==> config.mk <==
export PLATFORM = sky130hd
export DESIGN_NAME = ir_light_command_framer_unit
export DESIGN_NICKNAME = d
export VERILOG_FILES = /design/src/rtl/irlcf_pkg.sv /design/src/rtl/irlcf_front.sv /design/src/rtl/irlcf_queue.sv /design/src/rtl/irlcf_back.sv /design/src/rtl/ir_light_command_framer_unit.sv
export SDC_FILE = /design/constraint.sdc
export NUM_CORES = 1
export LEC_CHECK = 0
export ABC_AREA = 1
export BUFFER_PORTS_ARGS = -buffer_cell sky130_fd_sc_hd__clkbuf_2
export CAP_MARGIN = 20
export CORE_MARGIN = 5
export CORE_UTILIZATION = 40
export DETAILED_ROUTE_END_ITERATION = 10
export GPL_TIMING_DRIVEN = 0
export RECOVER_POWER = 50
export SYNTH_ARGS = -nofsm -noshare
export SYNTH_HDL_FRONTEND = slang
export SYNTH_HIERARCHICAL = 1
export SYNTH_SLANG_ARGS = --single-unit
==> constraint.sdc <==
create_clock -name clk_i -period 9.3 [get_ports clk_i]
set_input_delay 2.325 -clock clk_i [delete_from_list [all_inputs] [get_ports clk_i]]
set_output_delay 2.325 -clock clk_i [all_outputs]
set_load 0.02 [all_outputs]
==> src/rtl/irlcf_pkg.sv <==
// ----------------------------------------------------------------------------
// IR light command framer package
// Shared types, frame constants and the 6-bit to 8-bit symbol code table.
// ----------------------------------------------------------------------------
package irlcf_pkg;

  localparam int unsigned FRAME_QUEUE_DEPTH = 2;
  localparam int unsigned FRAME_BYTES       = 8;

  // Fixed mode codes of a motion command.
  localparam logic [5:0] MOTION_MODE0   = 6'h23;
  localparam logic [5:0] MOTION_MODE1   = 6'h30;
  localparam logic [2:0] MOTION_ATK_LOW = 3'b111;

  // Result index of the final byte for a short and a long frame.
  localparam logic [3:0] SHORT_LAST_IDX = 4'd5;
  localparam logic [3:0] LONG_LAST_IDX  = 4'd8;

  localparam logic [7:0] CODE_MAP [64] = '{
    8'h21, 8'h32, 8'h54, 8'h65, 8'ha9, 8'h9a, 8'h6d, 8'h29,
    8'h56, 8'h92, 8'ha1, 8'hb4, 8'hb2, 8'h84, 8'h66, 8'h2a,
    8'h4c, 8'h6a, 8'ha6, 8'h95, 8'h62, 8'h51, 8'h42, 8'h24,
    8'h35, 8'h46, 8'h8a, 8'hac, 8'h8c, 8'h6c, 8'h2c, 8'h4a,
    8'h59, 8'h86, 8'ha4, 8'ha2, 8'h91, 8'h64, 8'h55, 8'h44,
    8'h22, 8'h31, 8'hb1, 8'h52, 8'h85, 8'h96, 8'ha5, 8'h69,
    8'h5a, 8'h2d, 8'h4d, 8'h89, 8'h45, 8'h34, 8'h61, 8'h25,
    8'h36, 8'had, 8'h94, 8'haa, 8'h8d, 8'h49, 8'h99, 8'h26
  };

  // One classified command: byte 0 is the checksum, unused bytes are zero.
  typedef struct packed {
    logic                              rejected;
    logic                              long_frm;
    logic [FRAME_BYTES-1:0][7:0]       sym;
  } frame_t;

  typedef struct packed {
    logic [7:0] symbol;
    logic       is_preamble;
    logic       rejected;
    logic       last;
  } res_t;

  function automatic logic [7:0] enc(input logic [5:0] v);
    return CODE_MAP[v];
  endfunction

endpackage

==> src/rtl/irlcf_front.sv <==
// ----------------------------------------------------------------------------
// IR light command framer front end
// Accepts commands, checks the colour range, encodes payload bytes and
// forms the checksum before handing the frame to the queue.
// ----------------------------------------------------------------------------
module irlcf_front (
  input  logic                  clk_i,
  input  logic                  rst_ni,
  input  logic                  push_i,
  output logic                  full_o,
  input  logic                  kind_i,
  input  logic [7:0]            green_i,
  input  logic [7:0]            red_i,
  input  logic [7:0]            blue_i,
  input  logic [2:0]            attack_i,
  input  logic [2:0]            sustain_i,
  input  logic [2:0]            release_req_i,
  output logic                  frm_valid_o,
  input  logic                  frm_ready_i,
  output irlcf_pkg::frame_t     frm_o
);

  logic              s1_valid_q, s1_valid_d;
  irlcf_pkg::frame_t s1_q, s1_d;
  logic              accept;
  logic              env_on;
  logic [7:0]        sum;

  assign full_o = s1_valid_q & ~frm_ready_i;
  assign accept = push_i & ~full_o;
  assign env_on = (attack_i != 3'd0) | (sustain_i != 3'd0) | (release_req_i != 3'd0);

  always_comb begin
    s1_d          = '0;
    s1_d.rejected = ~kind_i & ((green_i[7:6] | red_i[7:6] | blue_i[7:6]) != 2'b00);
    if (kind_i) begin
      s1_d.sym[1] = irlcf_pkg::enc(irlcf_pkg::MOTION_MODE0);
      s1_d.sym[2] = irlcf_pkg::enc(irlcf_pkg::MOTION_MODE1);
      s1_d.sym[3] = irlcf_pkg::enc({attack_i, irlcf_pkg::MOTION_ATK_LOW});
      s1_d.sym[4] = irlcf_pkg::enc({release_req_i, sustain_i});
    end else begin
      s1_d.sym[1] = irlcf_pkg::enc(6'd0);
      s1_d.sym[2] = irlcf_pkg::enc(green_i[5:0]);
      s1_d.sym[3] = irlcf_pkg::enc(red_i[5:0]);
      s1_d.sym[4] = irlcf_pkg::enc(blue_i[5:0]);
      if (env_on) begin
        s1_d.long_frm = 1'b1;
        s1_d.sym[5]   = irlcf_pkg::enc({attack_i, 3'b000});
        s1_d.sym[6]   = irlcf_pkg::enc({release_req_i, sustain_i});
        s1_d.sym[7]   = irlcf_pkg::enc(6'd0);
      end
    end
  end

  assign s1_valid_d = accept | (s1_valid_q & ~frm_ready_i);

  always_ff @(posedge clk_i or negedge rst_ni) begin
    if (!rst_ni) begin
      s1_valid_q <= 1'b0;
    end else begin
      s1_valid_q <= s1_valid_d;
    end
  end

  always_ff @(posedge clk_i) begin
    if (accept) begin
      s1_q <= s1_d;
    end
  end

  // Unused bytes were left at zero, so summing all of them is exact.
  always_comb begin
    sum = 8'd0;
    for (int i = 1; i < irlcf_pkg::FRAME_BYTES; i++) begin
      sum = sum + s1_q.sym[i];
    end
  end

  always_comb begin
    frm_o        = s1_q;
    frm_o.sym[0] = irlcf_pkg::enc(sum[7:2]);
  end

  assign frm_valid_o = s1_valid_q;

endmodule

==> src/rtl/irlcf_queue.sv <==
// ----------------------------------------------------------------------------
// IR light command framer frame queue
// Short first-in first-out queue of classified frames between the front
// end and the sequencer.
// ----------------------------------------------------------------------------
module irlcf_queue #(
  parameter int unsigned Depth = irlcf_pkg::FRAME_QUEUE_DEPTH
) (
  input  logic              clk_i,
  input  logic              rst_ni,
  input  logic              wr_valid_i,
  output logic              wr_ready_o,
  input  irlcf_pkg::frame_t wr_data_i,
  output logic              rd_valid_o,
  input  logic              rd_pop_i,
  output irlcf_pkg::frame_t rd_data_o
);

  localparam int unsigned PtrW = (Depth > 1) ? $clog2(Depth) : 1;
  localparam int unsigned CntW = $clog2(Depth + 1);
  localparam logic [PtrW-1:0] LastPtr = PtrW'(Depth - 1);
  localparam logic [CntW-1:0] FullCnt = CntW'(Depth);

  irlcf_pkg::frame_t mem_q [Depth];
  logic [PtrW-1:0]   wr_ptr_q, wr_ptr_d, rd_ptr_q, rd_ptr_d;
  logic [CntW-1:0]   cnt_q, cnt_d;
  logic              wr_en, rd_en;

  assign wr_ready_o = (cnt_q != FullCnt);
  assign rd_valid_o = (cnt_q != '0);
  assign wr_en      = wr_valid_i & wr_ready_o;
  assign rd_en      = rd_pop_i & rd_valid_o;
  assign rd_data_o  = mem_q[rd_ptr_q];

  always_comb begin
    wr_ptr_d = wr_ptr_q;
    rd_ptr_d = rd_ptr_q;
    cnt_d    = cnt_q;
    if (wr_en) begin
      wr_ptr_d = (wr_ptr_q == LastPtr) ? '0 : wr_ptr_q + 1'b1;
    end
    if (rd_en) begin
      rd_ptr_d = (rd_ptr_q == LastPtr) ? '0 : rd_ptr_q + 1'b1;
    end
    if (wr_en && !rd_en) begin
      cnt_d = cnt_q + 1'b1;
    end else if (rd_en && !wr_en) begin
      cnt_d = cnt_q - 1'b1;
    end
  end

  always_ff @(posedge clk_i or negedge rst_ni) begin
    if (!rst_ni) begin
      wr_ptr_q <= '0;
      rd_ptr_q <= '0;
      cnt_q    <= '0;
    end else begin
      wr_ptr_q <= wr_ptr_d;
      rd_ptr_q <= rd_ptr_d;
      cnt_q    <= cnt_d;
    end
  end

  always_ff @(posedge clk_i) begin
    if (wr_en) begin
      mem_q[wr_ptr_q] <= wr_data_i;
    end
  end

endmodule

==> src/rtl/irlcf_back.sv <==
// ----------------------------------------------------------------------------
// IR light command framer sequencer
// Walks the head frame one result per cycle while the result buffer has room:
// preamble, checksum, payload, or one rejected result, into a two-entry result buffer that the consumer pops.
// ----------------------------------------------------------------------------
module irlcf_back (
  input  logic              clk_i,
  input  logic              rst_ni,
  input  logic              frm_valid_i,
  output logic              frm_pop_o,
  input  irlcf_pkg::frame_t frm_i,
  output logic              empty_o,
  input  logic              pop_i,
  output irlcf_pkg::res_t   res_o
);

  logic [3:0]      idx_q, idx_d;
  logic [3:0]      idx_m1;
  logic [3:0]      last_idx;
  logic            emit;
  logic            is_last;
  irlcf_pkg::res_t res;

  irlcf_pkg::res_t obuf_q [2];
  logic            owr_q, ord_q;
  logic [1:0]      ocnt_q, ocnt_d;
  logic            obuf_space, obuf_rd;

  assign obuf_space = (ocnt_q != 2'd2);
  assign emit       = frm_valid_i & obuf_space;
  assign last_idx   = frm_i.long_frm ? irlcf_pkg::LONG_LAST_IDX : irlcf_pkg::SHORT_LAST_IDX;
  assign idx_m1     = idx_q - 4'd1;
  assign is_last    = frm_i.rejected | (idx_q == last_idx);
  assign frm_pop_o  = emit & is_last;

  always_comb begin
    res = '0;
    if (frm_i.rejected) begin
      res.rejected = 1'b1;
      res.last     = 1'b1;
    end else if (idx_q == 4'd0) begin
      res.is_preamble = 1'b1;
    end else begin
      res.symbol = frm_i.sym[idx_m1[2:0]];
      res.last   = is_last;
    end
  end

  always_comb begin
    idx_d = idx_q;
    if (emit) begin
      idx_d = is_last ? 4'd0 : idx_q + 4'd1;
    end
  end

  assign obuf_rd = pop_i & ~empty_o;
  assign empty_o = (ocnt_q == 2'd0);
  assign res_o   = obuf_q[ord_q];

  always_comb begin
    ocnt_d = ocnt_q;
    if (emit && !obuf_rd) begin
      ocnt_d = ocnt_q + 2'd1;
    end else if (obuf_rd && !emit) begin
      ocnt_d = ocnt_q - 2'd1;
    end
  end

  always_ff @(posedge clk_i or negedge rst_ni) begin
    if (!rst_ni) begin
      idx_q  <= 4'd0;
      owr_q  <= 1'b0;
      ord_q  <= 1'b0;
      ocnt_q <= 2'd0;
    end else begin
      idx_q  <= idx_d;
      ocnt_q <= ocnt_d;
      if (emit) begin
        owr_q <= ~owr_q;
      end
      if (obuf_rd) begin
        ord_q <= ~ord_q;
      end
    end
  end

  always_ff @(posedge clk_i) begin
    if (emit) begin
      obuf_q[owr_q] <= res;
    end
  end

endmodule

==> src/rtl/ir_light_command_framer_unit.sv <==
// ----------------------------------------------------------------------------
// IR light command framer
// Turns one light command into a frame of infrared symbol bytes.
// ----------------------------------------------------------------------------
// Input side looks like a queue: drive the command fields with push, and
// the command is taken at a clock edge where push is high and full low.
// Result side also looks like a queue: while empty is low the oldest
// result sits on symbol_o, is_preamble_o, rejected_o and last_o, and it is
// removed at an edge where pop is high.
// A valid command yields a preamble marker, the checksum byte and the
// payload bytes, 6 or 9 results; an out-of-range colour yields one rejected
// result. last_o flags the final result of each command.
// The command is held in the front register, moves into the frame queue,
// and its results are written from there to the result buffer.
// The sequencer gives one result per cycle while the result buffer has room;
// the front end and the frame queue let the next commands be taken meanwhile.
// Reset empties every stage; no state is kept between commands.
// When the consumer stops popping, the result buffer fills, the sequencer
// holds, and full rises once the frame queue and front register fill.
// ----------------------------------------------------------------------------
module ir_light_command_framer_unit #(
  parameter int unsigned QueueDepth = irlcf_pkg::FRAME_QUEUE_DEPTH
) (
  input  logic       clk_i,
  input  logic       rst_ni,
  input  logic       push,
  output logic       full,
  input  logic       kind_i,
  input  logic [7:0] green_i,
  input  logic [7:0] red_i,
  input  logic [7:0] blue_i,
  input  logic [2:0] attack_i,
  input  logic [2:0] sustain_i,
  input  logic [2:0] release_req_i,
  output logic       empty,
  input  logic       pop,
  output logic [7:0] symbol_o,
  output logic       is_preamble_o,
  output logic       rejected_o,
  output logic       last_o
);

  logic              f2q_valid, f2q_ready;
  irlcf_pkg::frame_t f2q_data;
  logic              q2b_valid, q2b_pop;
  irlcf_pkg::frame_t q2b_data;
  irlcf_pkg::res_t   res;

  irlcf_front u_front (
    .clk_i         (clk_i),
    .rst_ni        (rst_ni),
    .push_i        (push),
    .full_o        (full),
    .kind_i        (kind_i),
    .green_i       (green_i),
    .red_i         (red_i),
    .blue_i        (blue_i),
    .attack_i      (attack_i),
    .sustain_i     (sustain_i),
    .release_req_i (release_req_i),
    .frm_valid_o   (f2q_valid),
    .frm_ready_i   (f2q_ready),
    .frm_o         (f2q_data)
  );

  irlcf_queue #(
    .Depth (QueueDepth)
  ) u_queue (
    .clk_i      (clk_i),
    .rst_ni     (rst_ni),
    .wr_valid_i (f2q_valid),
    .wr_ready_o (f2q_ready),
    .wr_data_i  (f2q_data),
    .rd_valid_o (q2b_valid),
    .rd_pop_i   (q2b_pop),
    .rd_data_o  (q2b_data)
  );

  irlcf_back u_back (
    .clk_i       (clk_i),
    .rst_ni      (rst_ni),
    .frm_valid_i (q2b_valid),
    .frm_pop_o   (q2b_pop),
    .frm_i       (q2b_data),
    .empty_o     (empty),
    .pop_i       (pop),
    .res_o       (res)
  );

  assign symbol_o      = res.symbol;
  assign is_preamble_o = res.is_preamble;
  assign rejected_o    = res.rejected;
  assign last_o        = res.last;

  // A rejected result is always the only, and so the final, result.
  assert property (@(posedge clk_i) disable iff (!rst_ni)
    (!empty && rejected_o) |-> (last_o && !is_preamble_o && symbol_o == 8'd0))
    else $error("rejected result malformed");

  // A preamble opens a frame and is never its end.
  assert property (@(posedge clk_i) disable iff (!rst_ni)
    (!empty && is_preamble_o) |-> (!last_o && !rejected_o && symbol_o == 8'd0))
    else $error("preamble result malformed");

  // The front end only stalls when the frame queue refuses its frame.
  assert property (@(posedge clk_i) disable iff (!rst_ni)
    full |-> (f2q_valid && !f2q_ready))
    else $error("front end stalled without backpressure");

  // A frame leaves the queue only together with its last result, so the result buffer is not empty afterwards.
  assert property (@(posedge clk_i) disable iff (!rst_ni)
    q2b_pop |=> (!empty))
    else $error("frame retired without a result");

endmodule
==> flow_summary.ini, run 1 <==
[run_status]
status = finished with violations
violations = max-capacitance violations, max-slew violations

[sta]
max_freq_mhz = 193
relSlewSlack_pct = -21.9
slew_viol_final = 51
setup_tns_ns = 0
finalHoldViolations = 0
rsz0062_at_grt = no
tightest_slew_ns = 1.83
skew_ns = 0.0149
final.period_utilization_pct = 55.8
setup_slack_ns = 4.11
period_needed_ns = 5.19
finalSetupViolations = 0

[route]
drtIter0Drc = 1182
drc = 0
totalWireLength_mm = 39.0
vias = 12506
final_antenna_net_count = 0
dr_wl_met2_mm = 18.4
drt-met1-wl_mm = 17.1
firstDrtPassIters = 5
wl_per_cell_um = 16.6
top_layer = met4
vias_per_cell = 5.32
wl_met3_mm = 2.31

[setup_path]
cp_max_fo = 9
end_kind = flip-flop
worst_path_largest_cell_delay_ns = 0.65
rr_worst_depth = 19
reg2reg_slack_ns = 4.11
critPathTopFamily = adder cells
crit_buf_inv = 5
crit_arrival_ns = 5.45
slowest_stage = xor2_1
r2r_end = u_queue/mem_q[0][0]$_DFFE_PP_
crit_end = u_queue/mem_q[0][0]$_DFFE_PP_
crit_top_cell = inv_1
worstPathCellList = inv_1 > fa_1 > inv_1 > fa_1 > inv_1 > fa_1 > inv_1 > ha_1 > ha_1 > xor2_1 > inv_1 > ha_1 > or2_2 > nand3_1 > nand2_1 > nand2_1 > nand3_1 > nand3_1 > nand2_1
cp.required_ns = 9.56
cp.depth = 19
startpoint = u_front/frm_o[19]$_SDFFCE_PP1P_
r2r-start = u_front/frm_o[19]$_SDFFCE_PP1P_
start_kind = flip-flop
worstSetupPathType = flip-flop to flip-flop

[cells_and_area]
final_common_cell = nand2_1
nets = 2001
diodes = 0
final_util_pct = 45.0
syn_to_final_growth_pct = 11.2
fill_cells = 3532
final_cell_mix = nand2_1 (623), edfxtp_1 (197), inv_1 (168)
drive_gt1_share_pct = 9.96
multi_input_area_um2 = 6890
register_area_um2 = 6240

[synth]
yosysSeqAreaShare_pct = 43.4
synth_top_family_by_area = simple AND/OR/NAND/NOR gates
synth-adder-area-share_pct = 8.89
ys_ff_latch = 210
synth_compound_area_share_pct = 10.9
synth_cells = 1788
synthSimpleGateAreaFrac_pct = 26.9
ys.flop_type = edfxtp_1
ys_warn_count = 6
synthMuxAreaShare_pct = 0
syn-cell-area_um2 = 14400
synth_cell_type_count = 57
async_flop_share_pct = 6.19
avgSynthCellArea_um2 = 8.04
synth_xor_area_share_pct = 0.783
synth_edf_count = 197

[clock_network]
ctsResizeCount = 0
cts-htree-levels = 1
clkTransAtPathRegs_ns = 0.06
clock_latency_ns = 0.51
holdBufCountCts = 0
cts_tree = yes
clock_path_buffers = 3
clk_root_buffer_cell = clkbuf_16
cts_buffers = 24
cts_sinks = 210
post-cts-setup-buffers = 0

[die]
pin_count = 51
coreArea_um2 = 35600
die_y_um = 200
initial_utilization_pct = 40.4
die_area_um2 = 39800
die_x_um = 200
rows = 69

[placement]
portBuffers = 45
gp_congestion = 0.924
dp_slack_ns = 4.04
dpl.hpwl_mm = 29.4

[global_route]
grt.overflow.total = 0
antenna_found_initial = 0
grt_pass1_wl_mm = 62.2
grt_max_degree = 35
grt_pass1_vias = 11730
grt_usage_pct = 19.3

[hold_path]
hp-class = flip-flop to flip-flop

[job]
maxCapViolations = 3
-- worst reg2reg max path, stage by stage, from the launching register on --
cell and delay, ns:
edfxtp_1 0.41, inv_1 0.09, fa_1 0.56, inv_1 0.06, fa_1 0.47, inv_1 0.05
fa_1 0.47, inv_1 0.04, ha_1 0.27, ha_1 0.32, xor2_1 0.65, inv_1 0.37
ha_1 0.36, or2_2 0.32, nand3_1 0.10, nand2_1 0.06, nand2_1 0.10, nand3_1 0.08
nand3_1 0.10, nand2_1 0.07
-- flip-flops by register name, indices dropped and copies added (netlist names) --
| name | count |
|---|---|
| u_back/owr_q | 1 |
| u_back/ocnt_q | 2 |
| u_back/ord_q | 1 |
| u_back/obuf_q | 22 |
| u_queue/mem_q | 132 |
| u_front/frm_o | 43 |
| u_queue/cnt_q | 2 |
| u_front/frm_valid_o | 1 |
| u_back/idx_q | 4 |
| u_queue/rd_ptr_q | 1 |
| u_queue/wr_ptr_q | 1 |
-- cells in the mapped netlist (all sizes together), types with 13 or more instances --
library cell | n | area (um^2)
nand2 | 632 | 2410
edfxtp | 197 | 5920
inv | 177 | 667
nand3 | 158 | 818
nor2 | 112 | 430
o21ai | 111 | 556
buf | 78 | 543
ha | 67 | 838
a21oi | 62 | 314
o211ai | 30 | 225
fa | 22 | 440
clkbuf | 21 | 78.8
dfrtp | 13 | 325
-- logic make-up after synthesis --
family	after synthesis
AOI/OAI and AO/OA	259
xor gates and xnor gates	12
adders and majority gates	89
buffers and inverters	278
DFF	210
other	2
and+or+nand+nor	938
-- per-stage QoR --
stage	cell area [um^2]	hold slack (ns)	cells
final	16000	0.438	2349
after global routing	16000	0.458	2349
after CTS	16100	0.442	2349
after detailed placement	15300	0.431	2309
after global placement	15200	0.427	2304
after floorplan	14400	0.421	1798
-- layout make-up --
cell class | instances | area share (%)
buffer | 99 | 3.86
clock buffer | 29 | 4.00
clock inverter | 11 | 0.532
inverter | 179 | 4.21
multi-input combinational | 1310 | 43.1
sequential | 210 | 39.0
tap | 461 | 3.60
timing repair buffer | 50 | 1.72
-- worst min-delay path by stage --
stage	from	to	slack, ns	depth (start not counted)
4_1_cts	u_front/frm_o[65]$_DFFE_PP_	u_queue/mem_q[0][65]$_DFFE_PP_	0.44	0
6_report	u_front/frm_o[65]$_DFFE_PP_	u_queue/mem_q[0][65]$_DFFE_PP_	0.44	0
5_1_grt	u_front/frm_o[65]$_DFFE_PP_	u_queue/mem_q[1][65]$_DFFE_PP_	0.46	0
2_1_floorplan	u_front/frm_o[65]$_DFFE_PP_	u_queue/mem_q[0][65]$_DFFE_PP_	0.42	0
3_3_place_gp	u_front/frm_o[65]$_DFFE_PP_	u_queue/mem_q[1][65]$_DFFE_PP_	0.43	0
3_5_place_dp	u_front/frm_o[65]$_DFFE_PP_	u_queue/mem_q[0][65]$_DFFE_PP_	0.43	0
-- routing by layer --
layer	GRT usage, %	vias up
met2	31.8	486
met5	0	-
li1	-	6096
met3	2.24	80
met1	26.8	5844
met4	5.76	0
Power of run 1 is left out: the tool's default activity adds up to more than one toggle a clock period on the data nets, which glitch-free logic cannot reach.
==> run 2: changes to the inputs <==
- clock period: 9.3 -> 5 ns (I/O delays scaled with it)
==> run 2 against run 1 <==
The flow still finishes with violations (max-capacitance violations, max-slew violations); critical path depth unchanged; cell count increased by 0.26%; cell area increased by 0.45%; sequential cell count unchanged; via count about the same; sequential share of layout area decreased by 0.17 points; clock skew about the same; setup slack got worse by 3.8 ns; register-to-register slack got worse by 3.8 ns; first-iteration DRC count increased by 4.1%; critical endpoint unchanged.
==> flow_summary.ini, run 2 (synthesized netlist as in run 1, its figures left out) <==
[run_status]
status = finished with violations
violations = max-capacitance violations, max-slew violations

[die]
die_area_um2 = 39800
coreArea_um2 = 35600
pin_count = 51
initial_utilization_pct = 40.4
die_y_um = 200
rows = 69
die_x_um = 200

[sta]
finalSetupViolations = 0
slew_viol_final = 84
skew_ns = 0.0148
period_needed_ns = 4.68
max_freq_mhz = 213
tightest_slew_ns = 1.92
rsz0062_at_grt = no
final.period_utilization_pct = 93.7
finalHoldViolations = 0
relSlewSlack_pct = -28.3

[placement]
gp_congestion = 0.924
portBuffers = 45
dpl.hpwl_mm = 29.4
dpl-instance-area_um2 = 15300

[global_route]
antenna_found_initial = 0
grt_pass1_wl_mm = 62.2
grt_max_degree = 35
grt.overflow.total = 0
grt_usage_pct = 19.3
grt_pass1_vias = 11735

[clock_network]
clock_latency_ns = 0.51
clock_path_buffers = 3
holdBufCountCts = 0
clkTransAtPathRegs_ns = 0.06
cts-htree-levels = 1
clk_root_buffer_cell = clkbuf_16
cts_buffers = 24
cts_tree = yes
cts_sinks = 210

[setup_path]
worstSetupPathType = flip-flop to flip-flop
end_kind = flip-flop
cp_max_fo = 7
crit_arrival_ns = 4.95
start_kind = flip-flop
cp.required_ns = 5.26

[route]
vias = 12518
final_antenna_net_count = 0
drc = 0
firstDrtPassIters = 6
vias_per_cell = 5.32
drtIter0Drc = 1231
wl_per_cell_um = 16.6
totalWireLength_mm = 39.0

[cells_and_area]
final_cell_mix = nand2_1 (623), edfxtp_1 (197), inv_1 (167)
final_util_pct = 45.2
fin_area_um2 = 16100
final_common_cell = nand2_1
nets = 2007
drive_gt1_share_pct = 10.2
diodes = 0
syn_to_final_growth_pct = 11.7
largest_register_ffs = 132
top_register = u_queue/mem_q

[hold_path]
hp-class = flip-flop to flip-flop

[job]
maxCapViolations = 3
## run 2: cell type report
type                    instances  area [um^2]
flip-flops and latches        210         6240
clock inverters                11         85.1
inverters                     179          678
multi-input cells            1310         6900
plain buffers                  99          617
repair buffers                 56          335
fillers                      3528        19500
clock buffers                  29          641
well taps                     461          577
## run 2: final timing paths
check	from	to	slack (ns)	depth (start not counted)
min	u_front/frm_o[65]$_DFFE_PP_	u_queue/mem_q[0][65]$_DFFE_PP_	0.44	0
min in group asynchronous	rst_ni	u_front/frm_valid_o$_DFF_PN0_	0.75	1
max	u_front/frm_o[19]$_SDFFCE_PP1P_	u_queue/mem_q[0][0]$_DFFE_PP_	0.32	19
max reg2reg	u_front/frm_o[19]$_SDFFCE_PP1P_	u_queue/mem_q[0][0]$_DFFE_PP_	0.32	19
min reg2reg	u_front/frm_o[65]$_DFFE_PP_	u_queue/mem_q[0][65]$_DFFE_PP_	0.44	0
max in group asynchronous	rst_ni	u_back/owr_q$_DFFE_PN0P_	3.80	1
## run 2: metrics by stage
| step | setup TNS [ns] | worst slack [ns] | instances | hold slack, ns |
|---|---|---|---|---|
| 3_3_place_gp | -78.55 | -0.601 | 2304 | 0.427 |
| 3_5_place_dp | -1.56 | -0.261 | 2309 | 0.431 |
| 4_1_cts | 0 | 0.0712 | 2349 | 0.442 |
| 5_1_grt | 0 | 0.0605 | 2355 | 0.458 |
| 6_report | 0 | 0.316 | 2355 | 0.439 |
| 2_1_floorplan | 0 | 0.561 | 1798 | 0.421 |
## run 2: routing by layer
layer  part of all wire [%]  wire, um  vias up  global-route usage (%)
met2                     47     18400      510                    31.8
met5                      0         0        -                       0
met4                    3.0      1160        0                    5.76
li1                       -         -     6113                       -
met3                    6.2      2400       82                    2.24
met1                     44     17000     5813                    26.8
## run 2: critical path, cell delays in order, from the launching register on
cell,delay [ns]
edfxtp_1,0.42
inv_1,0.09
fa_1,0.56
inv_1,0.06
fa_1,0.47
inv_1,0.05
fa_1,0.47
inv_1,0.04
ha_1,0.27
ha_1,0.39
xor2_4,0.32
clkinvlp_4,0.21
ha_1,0.28
or2_2,0.32
nand3_1,0.09
nand2_1,0.06
nand2_1,0.10
nand3_1,0.08
nand3_1,0.09
nand2_1,0.07
## run 2: what timing repair did
| action | 4_1_cts | 5_1_grt |
|---|---|---|
| setup buffers | 0 | 6 |
| endpoints found under the setup margin | 10 | 6 |
| resized for setup | 1 | 2 |
Power of run 2 is left out for the same reason.
==> run 3: changes to the inputs <==
- MAX_ROUTING_LAYER: not set -> met4
==> run 3 against run 2 <==
The flow still finishes with violations (max-capacitance violations, max-slew violations); clock skew decreased by 0.0033 ns; critical path type unchanged; sequential cell count unchanged; global-route usage increased by 0.93 points; hold slack improved by 0.024 ns; cell area increased by 0.17%; first-iteration DRC count decreased by 12%; die area unchanged.
==> flow_summary.ini, run 3 (synthesized netlist as in run 1, its figures left out) <==
[run_status]
status = finished with violations
violations = max-capacitance violations, max-slew violations

[setup_path]
worst_path_largest_cell_delay_ns = 0.55
r2r-start = u_front/frm_o[19]$_SDFFCE_PP1P_
crit_arrival_ns = 5.02
crit_end = u_queue/mem_q[1][4]$_DFFE_PP_
cp_max_fo = 9
end_kind = flip-flop
worstPathCellList = inv_1 > fa_1 > inv_1 > fa_1 > inv_1 > fa_1 > inv_1 > ha_1 > ha_1 > xor2_4 > clkinvlp_4 > ha_1 > or2_2 > nand3_1 > nand2_1 > nand2_1 > nand3_1 > nand3_1 > nand2_1
slowest_stage = fa_1
startpoint = u_front/frm_o[19]$_SDFFCE_PP1P_
cp.required_ns = 5.24
worstSetupPathType = flip-flop to flip-flop
crit_top_cell = inv_1
start_kind = flip-flop
rr_worst_depth = 19
reg2reg_slack_ns = 0.22
r2r_end = u_queue/mem_q[1][4]$_DFFE_PP_

[clock_network]
clock_latency_ns = 0.50
clock_path_buffers = 3
cts_tree = yes
clk_root_buffer_cell = clkbuf_16
clkTransAtPathRegs_ns = 0.06
cts_buffers = 23
cts-htree-levels = 1
holdBufCountCts = 0
cts_sinks = 210

[sta]
relSlewSlack_pct = -20.7
finalHoldViolations = 0
finalSetupViolations = 0
max_freq_mhz = 209
final.period_utilization_pct = 95.6
tightest_slew_ns = 1.81
slew_viol_final = 58
period_needed_ns = 4.78
skew_ns = 0.0115

[route]
firstDrtPassIters = 6
totalWireLength_mm = 40.0
final_antenna_net_count = 0
drtIter0Drc = 1087
drc = 0
wl_per_cell_um = 17.0
vias = 12424
vias_per_cell = 5.28

[die]
die_y_um = 200
initial_utilization_pct = 40.4
rows = 69
die_x_um = 200
die_area_um2 = 39800
pin_count = 51
coreArea_um2 = 35600

[cells_and_area]
drive_gt1_share_pct = 10.4
instances_no_fill = 2354
syn_to_final_growth_pct = 11.9
top_register = u_queue/mem_q
fin_area_um2 = 16100
nets = 2003
largest_register_ffs = 132
diodes = 0
final_common_cell = nand2_1
final_cell_mix = nand2_1 (623), edfxtp_1 (197), inv_1 (168)

[global_route]
grt_usage_pct = 20.2
grt_max_degree = 33
antenna_found_initial = 0
grt_pass1_vias = 11701
grt.overflow.total = 0
grt_pass1_wl_mm = 63.1

[placement]
dpl-instance-area_um2 = 15300
portBuffers = 45
placedCellCount = 2309
gp_congestion = 0.957
dpl.hpwl_mm = 29.9

[hold_path]
hp-class = flip-flop to flip-flop

[job]
maxCapViolations = 2
[run 3: per-stage QoR]
stage	util (%)	setup WS, ns	setup TNS (ns)	hold WS, ns
floorplan	-	0.561	0	0.421
global route	45.3	-0.0000928	-0.0000959	0.470
global placement	42.8	-0.628	-85.17	0.429
CTS	45.3	0.0173	0	0.464
detailed placement	43.1	-0.277	-1.76	0.451
finish	45.3	0.218	0	0.463
[run 3: worst max-delay path, delay by kind of cell (launching register included)]
kind	cells	cell delay, ns
adder cells (fa/ha/maj)	6	2.47
AND/OR/NAND/NOR	7	0.80
buffers and inverters	5	0.46
flip-flops	1	0.39
XOR/XNOR	1	0.38
[run 3: worst min path at each step]
stage | slack, ns | to | from | cells after the start
floorplan | 0.42 | u_queue/mem_q[0][65]$_DFFE_PP_ | u_front/frm_o[65]$_DFFE_PP_ | 0
global placement | 0.43 | u_queue/mem_q[1][65]$_DFFE_PP_ | u_front/frm_o[65]$_DFFE_PP_ | 0
detailed placement | 0.45 | u_queue/mem_q[1][65]$_DFFE_PP_ | u_front/frm_o[65]$_DFFE_PP_ | 0
CTS | 0.46 | u_queue/mem_q[1][65]$_DFFE_PP_ | u_front/frm_o[65]$_DFFE_PP_ | 0
global route | 0.47 | u_queue/mem_q[1][65]$_DFFE_PP_ | u_front/frm_o[65]$_DFFE_PP_ | 0
finish | 0.46 | u_queue/mem_q[1][65]$_DFFE_PP_ | u_front/frm_o[65]$_DFFE_PP_ | 0
[run 3: routing by layer]
metal,vias up,GRT usage (%),share of wire (%)
met2,460,32.9,48
li1,6101,-,-
met4,0,4.53,2.1
met5,-,-,0
met1,5809,27.7,44
met3,54,1.85,5.4
[run 3: cell type report]
cell class | instances | area [um^2]
tap | 461 | 577
sequential | 210 | 6240
clock inverter | 12 | 146
buffer | 99 | 611
clock buffer | 30 | 632
timing repair buffer | 53 | 313
inverter | 179 | 678
fill | 3552 | 19500
multi-input combinational | 1310 | 6900
[run 3: timing repair]
action                     CTS  global route
buffers inserted             0             3
setup endpoints to repair   12             8
resized for setup            1             2
Power of run 3 is left out for the same reason.
